**config.mk**
```make
export PLATFORM = sky130hd
export DESIGN_NAME = sfir_hist
export DESIGN_NICKNAME = d
export VERILOG_FILES = /design/src/rtl/sfir_hist.sv
export SDC_FILE = /design/constraint.sdc
export NUM_CORES = 1
export LEC_CHECK = 0
export BUFFER_PORTS_ARGS = -buffer_cell sky130_fd_sc_hd__buf_4
export CORE_UTILIZATION = 33
export CTS_CLUSTER_DIAMETER = 100
export DETAILED_ROUTE_END_ITERATION = 16
export SKIP_LAST_GASP = 1
export SLEW_MARGIN = 20
export SYNTH_ARGS = -nofsm -noshare
export SYNTH_HDL_FRONTEND = slang
export SYNTH_SLANG_ARGS = --single-unit
```
**constraint.sdc**
```tcl
create_clock -name clock -period 3.8 [get_ports clock]
set_clock_uncertainty 0.15 [all_clocks]
set_input_delay 0.76 -clock clock [delete_from_list [all_inputs] [get_ports clock]]
set_output_delay 0.76 -clock clock [all_outputs]
set_load 0.01 [all_outputs]
```
**src/rtl/sfir_hist.sv**
```systemverilog
`default_nettype none
// ----------------------------------------------------------------------------
// sfir_hist
// Circular sample history of one channel: one write and one registered read.
// ----------------------------------------------------------------------------
module sfir_hist #(
   parameter int DEPTH = 80,
   parameter int AW    = 7,
   parameter int WIDTH = 16
) (
   input  wire logic                    clock,
   input  wire logic                    wr_en,
   input  wire logic [AW-1:0]           wr_addr,
   input  wire logic signed [WIDTH-1:0] wr_data,
   input  wire logic                    rd_en,
   input  wire logic [AW-1:0]           rd_addr,
   output      logic signed [WIDTH-1:0] rd_data
);

   logic signed [WIDTH-1:0] mem [DEPTH];
   logic signed [WIDTH-1:0] rd_data_ff;

   always_ff @(posedge clock) begin
      if (wr_en) begin
         mem[wr_addr] <= wr_data;
      end
      if (rd_en) begin
         rd_data_ff <= mem[rd_addr];
      end
   end

   assign rd_data = rd_data_ff;

endmodule
`default_nettype wire

```
==> flow_summary.html <==
<table>
<tr><th>Metric</th><th>Value</th></tr>
<tr><th colspan="2">Status</th></tr>
<tr><td>Result of the run</td><td>completed</td></tr>
<tr><th colspan="2">Global route</th></tr>
<tr><td>Vias in the first global route</td><td>24250</td></tr>
<tr><td>Number of antenna violations at the first check in global routing</td><td>14</td></tr>
<tr><td>Remaining Overflow, GRT</td><td>0</td></tr>
<tr><td>First-pass GRT wire length</td><td>178000 um</td></tr>
<tr><td>Pin count of the biggest net entering global routing</td><td>81</td></tr>
<tr><td>GRT Total Usage</td><td>16.30%</td></tr>
<tr><th colspan="2">CTS</th></tr>
<tr><td>Setup fix buffers added after clock tree synthesis</td><td>0</td></tr>
<tr><td>CTS hold repair buffers</td><td>0</td></tr>
<tr><td>Maximum root-to-sink buffer count</td><td>3</td></tr>
<tr><td>TritonCTS clock tree</td><td>built</td></tr>
<tr><td>Number of gates resized after cts</td><td>0</td></tr>
<tr><td>Insertion delay to the later sink of the worst-skew pair</td><td>0.76 ns</td></tr>
<tr><td>Clock transition time at the flip-flop clock pins of the worst setup and hold paths</td><td>0.06 ns</td></tr>
<tr><td>Clock buffer count from CTS</td><td>136</td></tr>
<tr><td>Clock Tree Root</td><td>sky130_fd_sc_hd__clkbuf_16</td></tr>
<tr><td>Maximum level of the CTS H-tree</td><td>4</td></tr>
<tr><td>CTS sink count</td><td>1296</td></tr>
<tr><th colspan="2">Logic synthesis</th></tr>
<tr><td>Synth unique cells</td><td>30</td></tr>
<tr><td>Cell count after synthesis</td><td>2392</td></tr>
<tr><td>Synthesized area per cell</td><td>20.90 um2</td></tr>
<tr><td>Share of synthesized flip-flops with an asynchronous set or reset</td><td>0%</td></tr>
<tr><td>Cell type contributing the most total cell area after synthesis</td><td>sky130_fd_sc_hd__edfxtp_1</td></tr>
<tr><td>Number of synthesized flops with an enable pin</td><td>1296</td></tr>
<tr><td>Synth Warn #</td><td>0</td></tr>
<tr><td>Biggest area contributors in the synthesized netlist</td><td>sky130_fd_sc_hd__edfxtp_1 (78%), sky130_fd_sc_hd__mux4_2 (9.4%), sky130_fd_sc_hd__mux2i_1 (5.8%), sky130_fd_sc_hd__a22oi_1 (1.2%), sky130_fd_sc_hd__nor2_1 (0.83%)</td></tr>
<tr><td>Syn Std Cell Area</td><td>50000 um2</td></tr>
<tr><td>Most used flip-flop cell after synthesis</td><td>sky130_fd_sc_hd__edfxtp_1</td></tr>
<tr><td>Most instantiated library cell after synthesis</td><td>sky130_fd_sc_hd__edfxtp_1</td></tr>
<tr><td>Post-Synthesis Net Count</td><td>2425</td></tr>
<tr><td>Commonest cells post-synth</td><td>sky130_fd_sc_hd__edfxtp_1 (1296), sky130_fd_sc_hd__mux2i_1 (288), sky130_fd_sc_hd__mux4_2 (208)</td></tr>
<tr><td>Post-synth top area share</td><td>77.84%</td></tr>
<tr><td>Sequential area share after synthesis</td><td>77.84%</td></tr>
<tr><td>Yosys reg bits</td><td>1296</td></tr>
<tr><th colspan="2">Layout</th></tr>
<tr><td>Layout-stage area growth over the synthesis result</td><td>16.59%</td></tr>
<tr><td>Ratio of cells with drive above 1 in the final layout</td><td>24.83%</td></tr>
<tr><td>Final cell utilization of the core</td><td>38.83%</td></tr>
<tr><td>Fin nets</td><td>2656</td></tr>
<tr><td>Fill cell count</td><td>13320</td></tr>
<tr><th colspan="2">Setup path</th></tr>
<tr><td>Endpoint type of the worst setup path</td><td>flip-flop</td></tr>
<tr><td>Sort of element at the start of the critical path</td><td>input port</td></tr>
<tr><td>Critical R2R Launch</td><td>mem[21][7]$_DFFE_PP_</td></tr>
<tr><td>Arr. time, crit path</td><td>3.33 ns</td></tr>
<tr><td>Required time worst endpoint</td><td>4.15 ns</td></tr>
<tr><td>FF-to-FF path depth</td><td>7</td></tr>
<tr><td>Crit path max fanout</td><td>20</td></tr>
<tr><td>Capture point of the worst reg-to-reg path</td><td>rd_data[7]$_DFFE_PP_</td></tr>
<tr><td>Critical path class</td><td>input port to flip-flop</td></tr>
<tr><td>Reg2reg setup slack</td><td>1.30 ns</td></tr>
<tr><th colspan="2">Die</th></tr>
<tr><td>Vertical die dimension</td><td>391.2 um</td></tr>
<tr><td>Total Die Area</td><td>153100 um2</td></tr>
<tr><td>IO Pins</td><td>49</td></tr>
<tr><td>Count of standard-cell rows</td><td>142</td></tr>
<tr><td>Width of the die</td><td>391.2 um</td></tr>
<tr><td>Core area</td><td>150100 um2</td></tr>
<tr><td>Effective utilization at floorplan</td><td>33.30%</td></tr>
<tr><th colspan="2">Timing</th></tr>
<tr><td>Number of slew-limit violations in the final report</td><td>0</td></tr>
<tr><td>Endpoints failing setup</td><td>0</td></tr>
<tr><td>Clock period minus worst slack</td><td>2.974 ns</td></tr>
<tr><td>Setup repair after global routing missed its margin</td><td>false</td></tr>
<tr><td>Highest attainable clock frequency</td><td>0.3362 GHz</td></tr>
<tr><td>Aggregate negative setup slack</td><td>0 ns</td></tr>
<tr><td>Final Hold Vio Count</td><td>0</td></tr>
<tr><td>Relative slew margins</td><td>27.66%</td></tr>
<tr><td>Transition time at the pin with the least slew margin</td><td>1.085 ns</td></tr>
<tr><td>Final critical-path share of the clock period</td><td>78.27%</td></tr>
<tr><th colspan="2">Route</th></tr>
<tr><td>DRC errors left</td><td>0</td></tr>
<tr><td>Number of DRC violations after detailed-routing iteration 0</td><td>2378</td></tr>
<tr><td>Per-cell routed wire length</td><td>26.18 um</td></tr>
<tr><td>Detailed Routing Iterations Pass 1</td><td>5</td></tr>
<tr><td>Wire length after detailed routing</td><td>124200 um</td></tr>
<tr><td>Vias per std cell</td><td>5.098</td></tr>
<tr><td>Number of routed nets with antenna violations</td><td>0</td></tr>
<tr><td>Total via count after detailed routing</td><td>24180</td></tr>
<tr><th colspan="2">Power and ir drop</th></tr>
<tr><td>Total power consumption of the routed design</td><td>0.03004 W</td></tr>
<tr><td>IR Drop Worst-Case VDD</td><td>491.8 uV</td></tr>
<tr><td>Leak</td><td>18.95 nW</td></tr>
<tr><td>Power per standard cell area</td><td>515.3 nW/um2</td></tr>
<tr><th colspan="2">Placement</th></tr>
<tr><td>Weighted congestion reported at the end of routability-driven placement</td><td>0.7913</td></tr>
<tr><td>Hpwl dp</td><td>72230 um</td></tr>
<tr><td>Count of input and output buffers</td><td>48</td></tr>
<tr><th colspan="2">Hold path</th></tr>
<tr><td>Hold Startpoint</td><td>rd_en</td></tr>
<tr><td>Capture endpoint of the worst hold path</td><td>rd_data[9]$_DFFE_PP_</td></tr>
<tr><td>Min-Delay Path Depth</td><td>1</td></tr>
<tr><td>Type of the most critical hold path</td><td>input port to flip-flop</td></tr>
<tr><th colspan="2">Job</th></tr>
<tr><td>MaxCap Viol Count</td><td>0</td></tr>
</table>
-- report_power, final --
part,leakage (nW),internal [W],switching (W)
clock network,2.07,0.00734,0.00533
logic,5.22,0.000576,0.000942
registers,11.7,0.0158,0.0000292
-- critical path, stage by stage --
cell and delay, ns:
sky130_fd_sc_hd__buf_8 0.18, sky130_fd_sc_hd__buf_12 0.25, sky130_fd_sc_hd__buf_12 0.23, sky130_fd_sc_hd__buf_4 0.22, sky130_fd_sc_hd__mux2i_1 0.24, sky130_fd_sc_hd__a22oi_1 0.19
sky130_fd_sc_hd__a31oi_1 0.57, sky130_fd_sc_hd__a31oi_1 0.32, sky130_fd_sc_hd__a211o_1 0.34
-- state kept, by name, summed over array words and instances, names as in the netlist --
register and cells:
rd_data 16, mem 1280
-- cell type report --
cell class / instances / area (um2) / share of cell area (%)
flip-flops and latches: 1296 / 38920 / 66.76
multi-input cells: 959 / 10490 / 18.00
clock buffers: 176 / 3702 / 6.351
well taps: 2016 / 2522 / 4.327
repair buffers: 230 / 2130 / 3.653
clock inverters: 65 / 524.3 / 0.8993
diodes: 2 / 5.005 / 0.008586
-- cells in the final DEF, fill, tap and decap left out, types with 19 or more instances in the layout --
| cell | Yosys | final |
|---|---|---|
| sky130_fd_sc_hd__mux4_2 | 208 | 208 |
| sky130_fd_sc_hd__buf_12 | 0 | 31 |
| sky130_fd_sc_hd__a22o_1 | 32 | 32 |
| sky130_fd_sc_hd__nand2_1 | 27 | 27 |
| sky130_fd_sc_hd__a31oi_1 | 32 | 32 |
| sky130_fd_sc_hd__mux2i_1 | 288 | 288 |
| sky130_fd_sc_hd__clkinv_2 | 0 | 19 |
| sky130_fd_sc_hd__clkinv_1 | 0 | 27 |
| sky130_fd_sc_hd__nand3_1 | 38 | 38 |
| sky130_fd_sc_hd__clkbuf_16 | 0 | 143 |
| sky130_fd_sc_hd__clkbuf_1 | 37 | 33 |
| sky130_fd_sc_hd__a21oi_1 | 32 | 32 |
| sky130_fd_sc_hd__a22oi_1 | 80 | 80 |
| sky130_fd_sc_hd__edfxtp_1 | 1296 | 1296 |
| sky130_fd_sc_hd__nor2_1 | 111 | 95 |
| sky130_fd_sc_hd__buf_4 | 2 | 197 |
-- cells by family after synthesis --
group	Yosys count	synth area share, %
simple gates	223	1.965
buf+inv	137	1.339
flops	1296	77.84
compound gates	224	3.363
mux	512	15.50
-- worst max path at each step --
stage	startpoint	end	slack, ns	depth (start not counted)
finish	rd_addr[2]	rd_data[7]$_DFFE_PP_	0.83	9
global route	rd_addr[0]	rd_data[7]$_DFFE_PP_	0.80	8
CTS	rd_addr[2]	rd_data[1]$_DFFE_PP_	0.91	8
detailed placement	rd_addr[2]	rd_data[1]$_DFFE_PP_	0.11	8
global placement	rd_addr[2]	rd_data[1]$_DFFE_PP_	0.07	8
floorplan	wr_addr[5]	mem[49][0]$_DFFE_PP_	0.83	4
-- metrics by stage --
step,hold slack [ns],worst slack (ns),area (um2),cells
2_1_floorplan,0.6298,0.8286,50000,2392
5_1_grt,0.2625,0.8041,58290,4743
3_3_place_gp,0.7952,0.07483,54060,4501
6_report,0.2891,0.8258,58290,4744
4_1_cts,0.2454,0.9077,58290,4742
3_5_place_dp,0.8005,0.1072,54060,4501
-- routing by layer --
layer | routed length (um) | GRT usage (%) | vias to the layer above
met4 | 2245 | 4.221 | 20
met5 | 126 | 0 | -
li1 | - | - | 10430
met3 | 10680 | 4.899 | 157
met1 | 53260 | 22.31 | 12740
met2 | 57900 | 25.26 | 831
Power figures use the tool's default switching activity.
