File: src/rtl/sfir_pkg.sv
`default_nettype none
// ----------------------------------------------------------------------------
// sfir_pkg
// Shared constants, codes and types of the stereo Q15 FIR filter.
// ----------------------------------------------------------------------------
package sfir_pkg;

   // Default sizes of the filter.
   localparam int TAPS_DEF        = 81;
   localparam int SAMPLE_BITS_DEF = 16;
   localparam int TABLES_DEF      = 3;

   // Fixed field widths.
   localparam int COEF_BITS = 16;
   localparam int MODE_W    = 4;
   localparam int TABLE_W   = 2;
   localparam int INDEX_W   = 7;

   // Accumulator and output scaling.
   localparam int ACC_W    = 32;
   localparam int RND_HALF = 1 << 14;
   localparam int Q_SHIFT  = 15;

   // Item commands.
   localparam logic CMD_SAMPLE = 1'b0;
   localparam logic CMD_COEF   = 1'b1;

   // Mode register codes.
   localparam logic [MODE_W-1:0] MODE_MUTE   = 4'd0;
   localparam logic [MODE_W-1:0] MODE_BYPASS = 4'd1;
   localparam logic [MODE_W-1:0] MODE_LOW    = 4'd2;
   localparam logic [MODE_W-1:0] MODE_BAND   = 4'd4;
   localparam logic [MODE_W-1:0] MODE_HIGH   = 4'd8;

   // Coefficient table numbers.
   localparam logic [TABLE_W-1:0] TABLE_LOW  = 2'd0;
   localparam logic [TABLE_W-1:0] TABLE_BAND = 2'd1;
   localparam logic [TABLE_W-1:0] TABLE_HIGH = 2'd2;

   // Control that travels with one tap from the sequencer into a MAC lane.
   typedef struct packed {
      logic valid;
      logic first;
      logic last;
      logic live;
   } mac_ctl_type;

endpackage
`default_nettype wire

File: src/rtl/sfir_mac.sv
`default_nettype none
// ----------------------------------------------------------------------------
// sfir_mac
// One channel lane: multiply, saturating accumulate, round, shift and clamp.
// ----------------------------------------------------------------------------
module sfir_mac #(
   parameter int SAMPLE_BITS = 16
) (
   input  wire logic                                    clock,
   input  wire logic                                    reset,
   input  wire sfir_pkg::mac_ctl_type                   ctl,
   input  wire logic signed [SAMPLE_BITS-1:0]           newest,
   input  wire logic signed [SAMPLE_BITS-1:0]           hist,
   input  wire logic signed [sfir_pkg::COEF_BITS-1:0]   coef,
   output      logic signed [SAMPLE_BITS-1:0]           res,
   output      logic                                    done
);
   import sfir_pkg::*;

   localparam int PROD_W = SAMPLE_BITS + COEF_BITS;
   localparam int SUM_W  = ((PROD_W > ACC_W) ? PROD_W : ACC_W) + 1;
   localparam int RSUM_W = ACC_W + 1;
   localparam int SH_W   = ACC_W - Q_SHIFT;
   localparam int SHX_W  = (SH_W > SAMPLE_BITS) ? SH_W : SAMPLE_BITS;

   localparam logic signed [SUM_W-1:0] ACC_MAX_S =
      {{(SUM_W-ACC_W+1){1'b0}}, {(ACC_W-1){1'b1}}};
   localparam logic signed [SUM_W-1:0] ACC_MIN_S =
      {{(SUM_W-ACC_W+1){1'b1}}, {(ACC_W-1){1'b0}}};
   localparam logic signed [RSUM_W-1:0] RACC_MAX_S = {2'b00, {(ACC_W-1){1'b1}}};
   localparam logic signed [RSUM_W-1:0] RACC_MIN_S = {2'b11, {(ACC_W-1){1'b0}}};
   localparam logic signed [RSUM_W-1:0] RND_POS = RSUM_W'(RND_HALF);
   localparam logic signed [RSUM_W-1:0] RND_NEG = RSUM_W'(-RND_HALF);
   localparam logic signed [SHX_W-1:0] OUT_MAX_S =
      {{(SHX_W-SAMPLE_BITS+1){1'b0}}, {(SAMPLE_BITS-1){1'b1}}};
   localparam logic signed [SHX_W-1:0] OUT_MIN_S =
      {{(SHX_W-SAMPLE_BITS+1){1'b1}}, {(SAMPLE_BITS-1){1'b0}}};

   // Multiply stage.
   logic signed [SAMPLE_BITS-1:0] operand;
   logic signed [PROD_W-1:0]      prod_in;
   logic signed [PROD_W-1:0]      prod_ff;
   mac_ctl_type                   ctl2_ff;

   // Accumulate stage.
   logic signed [ACC_W-1:0] acc_op;
   logic signed [SUM_W-1:0] sum;
   logic signed [ACC_W-1:0] acc_in;
   logic signed [ACC_W-1:0] acc_ff;
   logic                    last_ff;

   // Rounding stage.
   logic signed [RSUM_W-1:0]      rsum;
   logic signed [ACC_W-1:0]       racc;
   logic signed [SHX_W-1:0]       shifted;
   logic signed [SAMPLE_BITS-1:0] res_in;
   logic signed [SAMPLE_BITS-1:0] res_ff;
   logic                          done_ff;

   always_comb begin
      if (ctl.first) begin
         operand = newest;
      end else if (ctl.live) begin
         operand = hist;
      end else begin
         operand = '0;
      end
      prod_in = operand * coef;
   end

   always_comb begin
      acc_op = ctl2_ff.first ? '0 : acc_ff;
      sum    = SUM_W'(acc_op) + SUM_W'(prod_ff);
      if (sum > ACC_MAX_S) begin
         acc_in = ACC_MAX_S[ACC_W-1:0];
      end else if (sum < ACC_MIN_S) begin
         acc_in = ACC_MIN_S[ACC_W-1:0];
      end else begin
         acc_in = sum[ACC_W-1:0];
      end
   end

   // Add half an output LSB with the sign of the accumulator, then a floor shift and a clamp to the sample range.
   always_comb begin
      rsum = RSUM_W'(acc_ff) + (acc_ff[ACC_W-1] ? RND_NEG : RND_POS);
      if (rsum > RACC_MAX_S) begin
         racc = RACC_MAX_S[ACC_W-1:0];
      end else if (rsum < RACC_MIN_S) begin
         racc = RACC_MIN_S[ACC_W-1:0];
      end else begin
         racc = rsum[ACC_W-1:0];
      end
      shifted = SHX_W'($signed(racc[ACC_W-1:Q_SHIFT]));
      if (shifted > OUT_MAX_S) begin
         res_in = OUT_MAX_S[SAMPLE_BITS-1:0];
      end else if (shifted < OUT_MIN_S) begin
         res_in = OUT_MIN_S[SAMPLE_BITS-1:0];
      end else begin
         res_in = shifted[SAMPLE_BITS-1:0];
      end
   end

   always_ff @(posedge clock) begin
      if (reset) begin
         ctl2_ff <= '0;
         last_ff <= 1'b0;
         done_ff <= 1'b0;
      end else begin
         ctl2_ff <= ctl;
         last_ff <= ctl2_ff.valid & ctl2_ff.last;
         done_ff <= last_ff;
      end
   end

   always_ff @(posedge clock) begin
      if (ctl.valid) begin
         prod_ff <= prod_in;
      end
      if (ctl2_ff.valid) begin
         acc_ff <= acc_in;
      end
      if (last_ff) begin
         res_ff <= res_in;
      end
   end

   assign res  = res_ff;
   assign done = done_ff;

endmodule
`default_nettype wire

File: config.mk
export PLATFORM = sky130hd
export DESIGN_NAME = sfir_mac
export DESIGN_NICKNAME = d
export VERILOG_FILES = /design/src/rtl/sfir_pkg.sv /design/src/rtl/sfir_mac.sv
export SDC_FILE = /design/constraint.sdc
export NUM_CORES = 1
export LEC_CHECK = 0
export BUFFER_PORTS_ARGS = -buffer_cell sky130_fd_sc_hd__buf_2
export CAP_MARGIN = 0
export CORE_ASPECT_RATIO = 2
export CORE_MARGIN = 2
export CORE_UTILIZATION = 25
export DETAILED_ROUTE_END_ITERATION = 6
export HOLD_SLACK_MARGIN = 0.02
export PLACE_DENSITY = 0.39
export SLEW_MARGIN = 0
export SYNTH_ARGS = -nofsm -noshare
export SYNTH_HDL_FRONTEND = slang
export SYNTH_SLANG_ARGS = --single-unit
File: constraint.sdc
create_clock -name clock -period 16.15 [get_ports clock]
set_clock_uncertainty 0.2 [all_clocks]
set_input_delay 2.4225 -clock clock [delete_from_list [all_inputs] [get_ports clock]]
set_output_delay 2.4225 -clock clock [all_outputs]
set_load 0.005 [all_outputs]
==> out/metrics.yaml <==
status:
  outcome: "completed"
clocking:
  clk_latency_ns: 0.36
  hold_buffers: 0
  cts-root-buf: "clkbuf_16"
  cts_buffer_depth: 2
  cts_tree: "yes"
  clkSinkCount: 85
  clk_pin_slew_ns: 0.07
  cts_htree_levels: 3
  cts_buffers: 9
  cts_resized: 0
  cts_setup_buffers: 0
timing:
  fin_crit_sh_pct: 60.9
  tightest_slew_ns: 1.19
  finalSetupTns_ns: 0
  final-max-slew-violation-count: 0
  hold_viol: 0
  layout_min_cycle_time_ns: 9.84
  slew_headroom_pct: 20.6
  max_freq_mhz: 102
  rsz0062_at_grt: "false"
  setup_violations: 0
detailed_routing:
  drt-pass1-iter-count: 4
  vias_per_cell: 4.50
  post-route-drc-count: 0
  drtIter0Drc: 349
  vias: 11300
  antenna_left: 0
  wl_per_cell_microns: 17.1
  wl_microns: 42800
logic_synthesis:
  synth_cells: 1669
  yosys.area_share.simple_pct: 14.4
  synth.area.top_cells: "fa_1 (34%), edfxtp_1 (15%), ha_1 (10%), inv_1 (8.3%), and2_1 (5.0%)"
  async_flop_share_pct: 0
  syn-cell-area_sq_um: 15800
  syn_nets: 2117
  synth_cell_types: 66
  synth_top_family_by_area: "adder cells"
  synth_top_area_cell: "fa_1"
  synthTopCellsByCount: "inv_1 (350), fa_1 (265), nand2_1 (150)"
  synth_enable_flop_cells: 80
  ys_ff_latch: 85
  synthFlopType: "edfxtp_1"
  synth_compound_area_share_pct: 12.0
  synth_fa_ha_area_share_pct: 44.0
  synth-xor-area-share_pct: 3.83
  syn_avg_cell_area_sq_um: 9.44
  synth_most_common_cell: "inv_1"
  synth_seq_area_share_pct: 15.9
  yosysWarningCount: 0
  synth.area.mux_share_pct: 0.127
  synth_top_area_share_pct: 33.7
global_route:
  grt.total_usage_pct: 13.9
  grt_max_degree: 35
  grt_pass1_wl_microns: 70600
  grt_overflow: 0
  grt_pass1_vias: 12900
  antenna_found_initial: 0
hold_path:
  hold_path_class: "register to register"
final_layout:
  fin_area_sq_um: 17200
  multiInputGateArea_sq_um: 11700
  seq_area_sq_um: 2500
  area_growth_pct: 9.33
  diodes: 0
  drive_gt1_share_pct: 6.83
  nNetsFinal: 2155
  nFillCells: 6647
critical_path:
  critPathArrivalTime_ns: 9.74
  critPathKind: "primary input to register"
  cp_data_required_time_ns: 16.05
  end_kind: "register"
  crit_fanout: 20
  worstSetupStartpointType: "primary input"
flow_run:
  maxCapViolations: 0
placed_design:
  placedInstanceArea_sq_um: 16900
  numPortBuffers: 70
  post-dp-hpwl_microns: 36200
  gp_congestion: 0.823
floorplanning:
  std_cell_rows: 130
  core_sq_um: 62600
  die-height_microns: 359
  dieWidth_microns: 182
  ios: 71
  die_area_sq_um: 65200
  start_util_pct: 25.2
[routing by layer]
metal	track usage, %	part of all wire (%)	wire length [microns]
met1	14.2	37	15900
met2	28.7	58	24900
met3	0.912	1.8	767
met4	5.10	3.0	1300
met5	0	0	0
[critical path, stage by stage]
cell     delay (ns)
buf_2          0.21
nor2b_1        0.71
a22o_1         0.68
nand2_1        0.20
inv_1          0.16
fa_1           0.46
inv_1          0.23
fa_1           0.43
inv_1          0.09
fa_1           0.44
fa_1           0.49
fa_1           0.56
inv_1          0.06
fa_1           0.53
inv_1          0.04
ha_1           0.36
a21o_1         0.20
a21o_1         0.18
a21oi_1        0.17
o22ai_1        0.10
a211o_1        0.35
a31oi_1        0.32
mux2i_1        0.22
nand4_1        0.10
[area by class of cell]
cell class,instances,area share [%]
clock buffers,11,1.35
flip-flops and latches,85,14.5
repair buffers,78,2.38
multi-input cells,1183,68.1
clock inverters,5,0.298
well taps,792,5.75
inverters,350,7.62
[flip-flops by register name (all words and copies together), names as in the netlist]
| register | count |
|---|---|
| prod_ff | 32 |
| res | 16 |
| ctl2_ff | 3 |
| last_ff | 1 |
| done | 1 |
| acc_ff | 32 |
[path summary, 6_finish.rpt]
check	cells past startpoint	to	from	slack, ns
hold / removal	2	last_ff	ctl2_ff[1]	0.21
setup / recovery	24	prod_ff[31]	ctl[2]	6.31
hold reg to reg	2	last_ff	ctl2_ff[1]	0.21
setup reg to reg	13	acc_ff[2]	ctl2_ff[2]	11.85
[logic make-up (layout without fill, tap and decap cells)]
family,Yosys count,after routing
buffers and inverters,401,444
XOR/XNOR,69,69
adder cells (fa/ha/maj),396,396
AO/OA/AOI/OAI,273,273
multiplexers,2,2
AND/OR/NAND/NOR,443,443
flip-flops,85,85
[layout by cell type, fill, tap and decap left out, types with 8 or more instances in the layout]
cell	n
edfxtp_1	80
o21ai_0	38
and2_1	127
buf_4	8
nand2_1	150
a211oi_1	11
ha_1	129
o21a_1	9
a21oi_1	62
o21bai_1	10
nor3_1	24
xnor2_1	46
a21oi_2	8
buf_2	70
clkbuf_16	9
fa_1	265
nand4_1	8
nand3_1	11
o31ai_1	8
nor2b_1	42
nand2b_1	9
a21o_1	40
xor2_1	23
a22o_1	15
o22ai_1	16
inv_1	350
nor2_1	46
[stage by stage]
| step | setup slack (ns) | hold slack (ns) | util, % | instances |
|---|---|---|---|---|
| final | 6.31 | 0.211 | 27.5 | 2504 |
| after global routing | 5.79 | 0.245 | 27.5 | 2504 |
| after CTS | 6.22 | 0.214 | 27.5 | 2504 |
| after detailed placement | 5.84 | 0.205 | 27.1 | 2488 |
| after global placement | 5.96 | 0.204 | 27.1 | 2488 |
| after floorplan | 6.98 | 0.195 | - | 1669 |
Power is left out: the tool's default activity adds up to more than one toggle a clock period on the data nets, which glitch-free logic cannot reach.
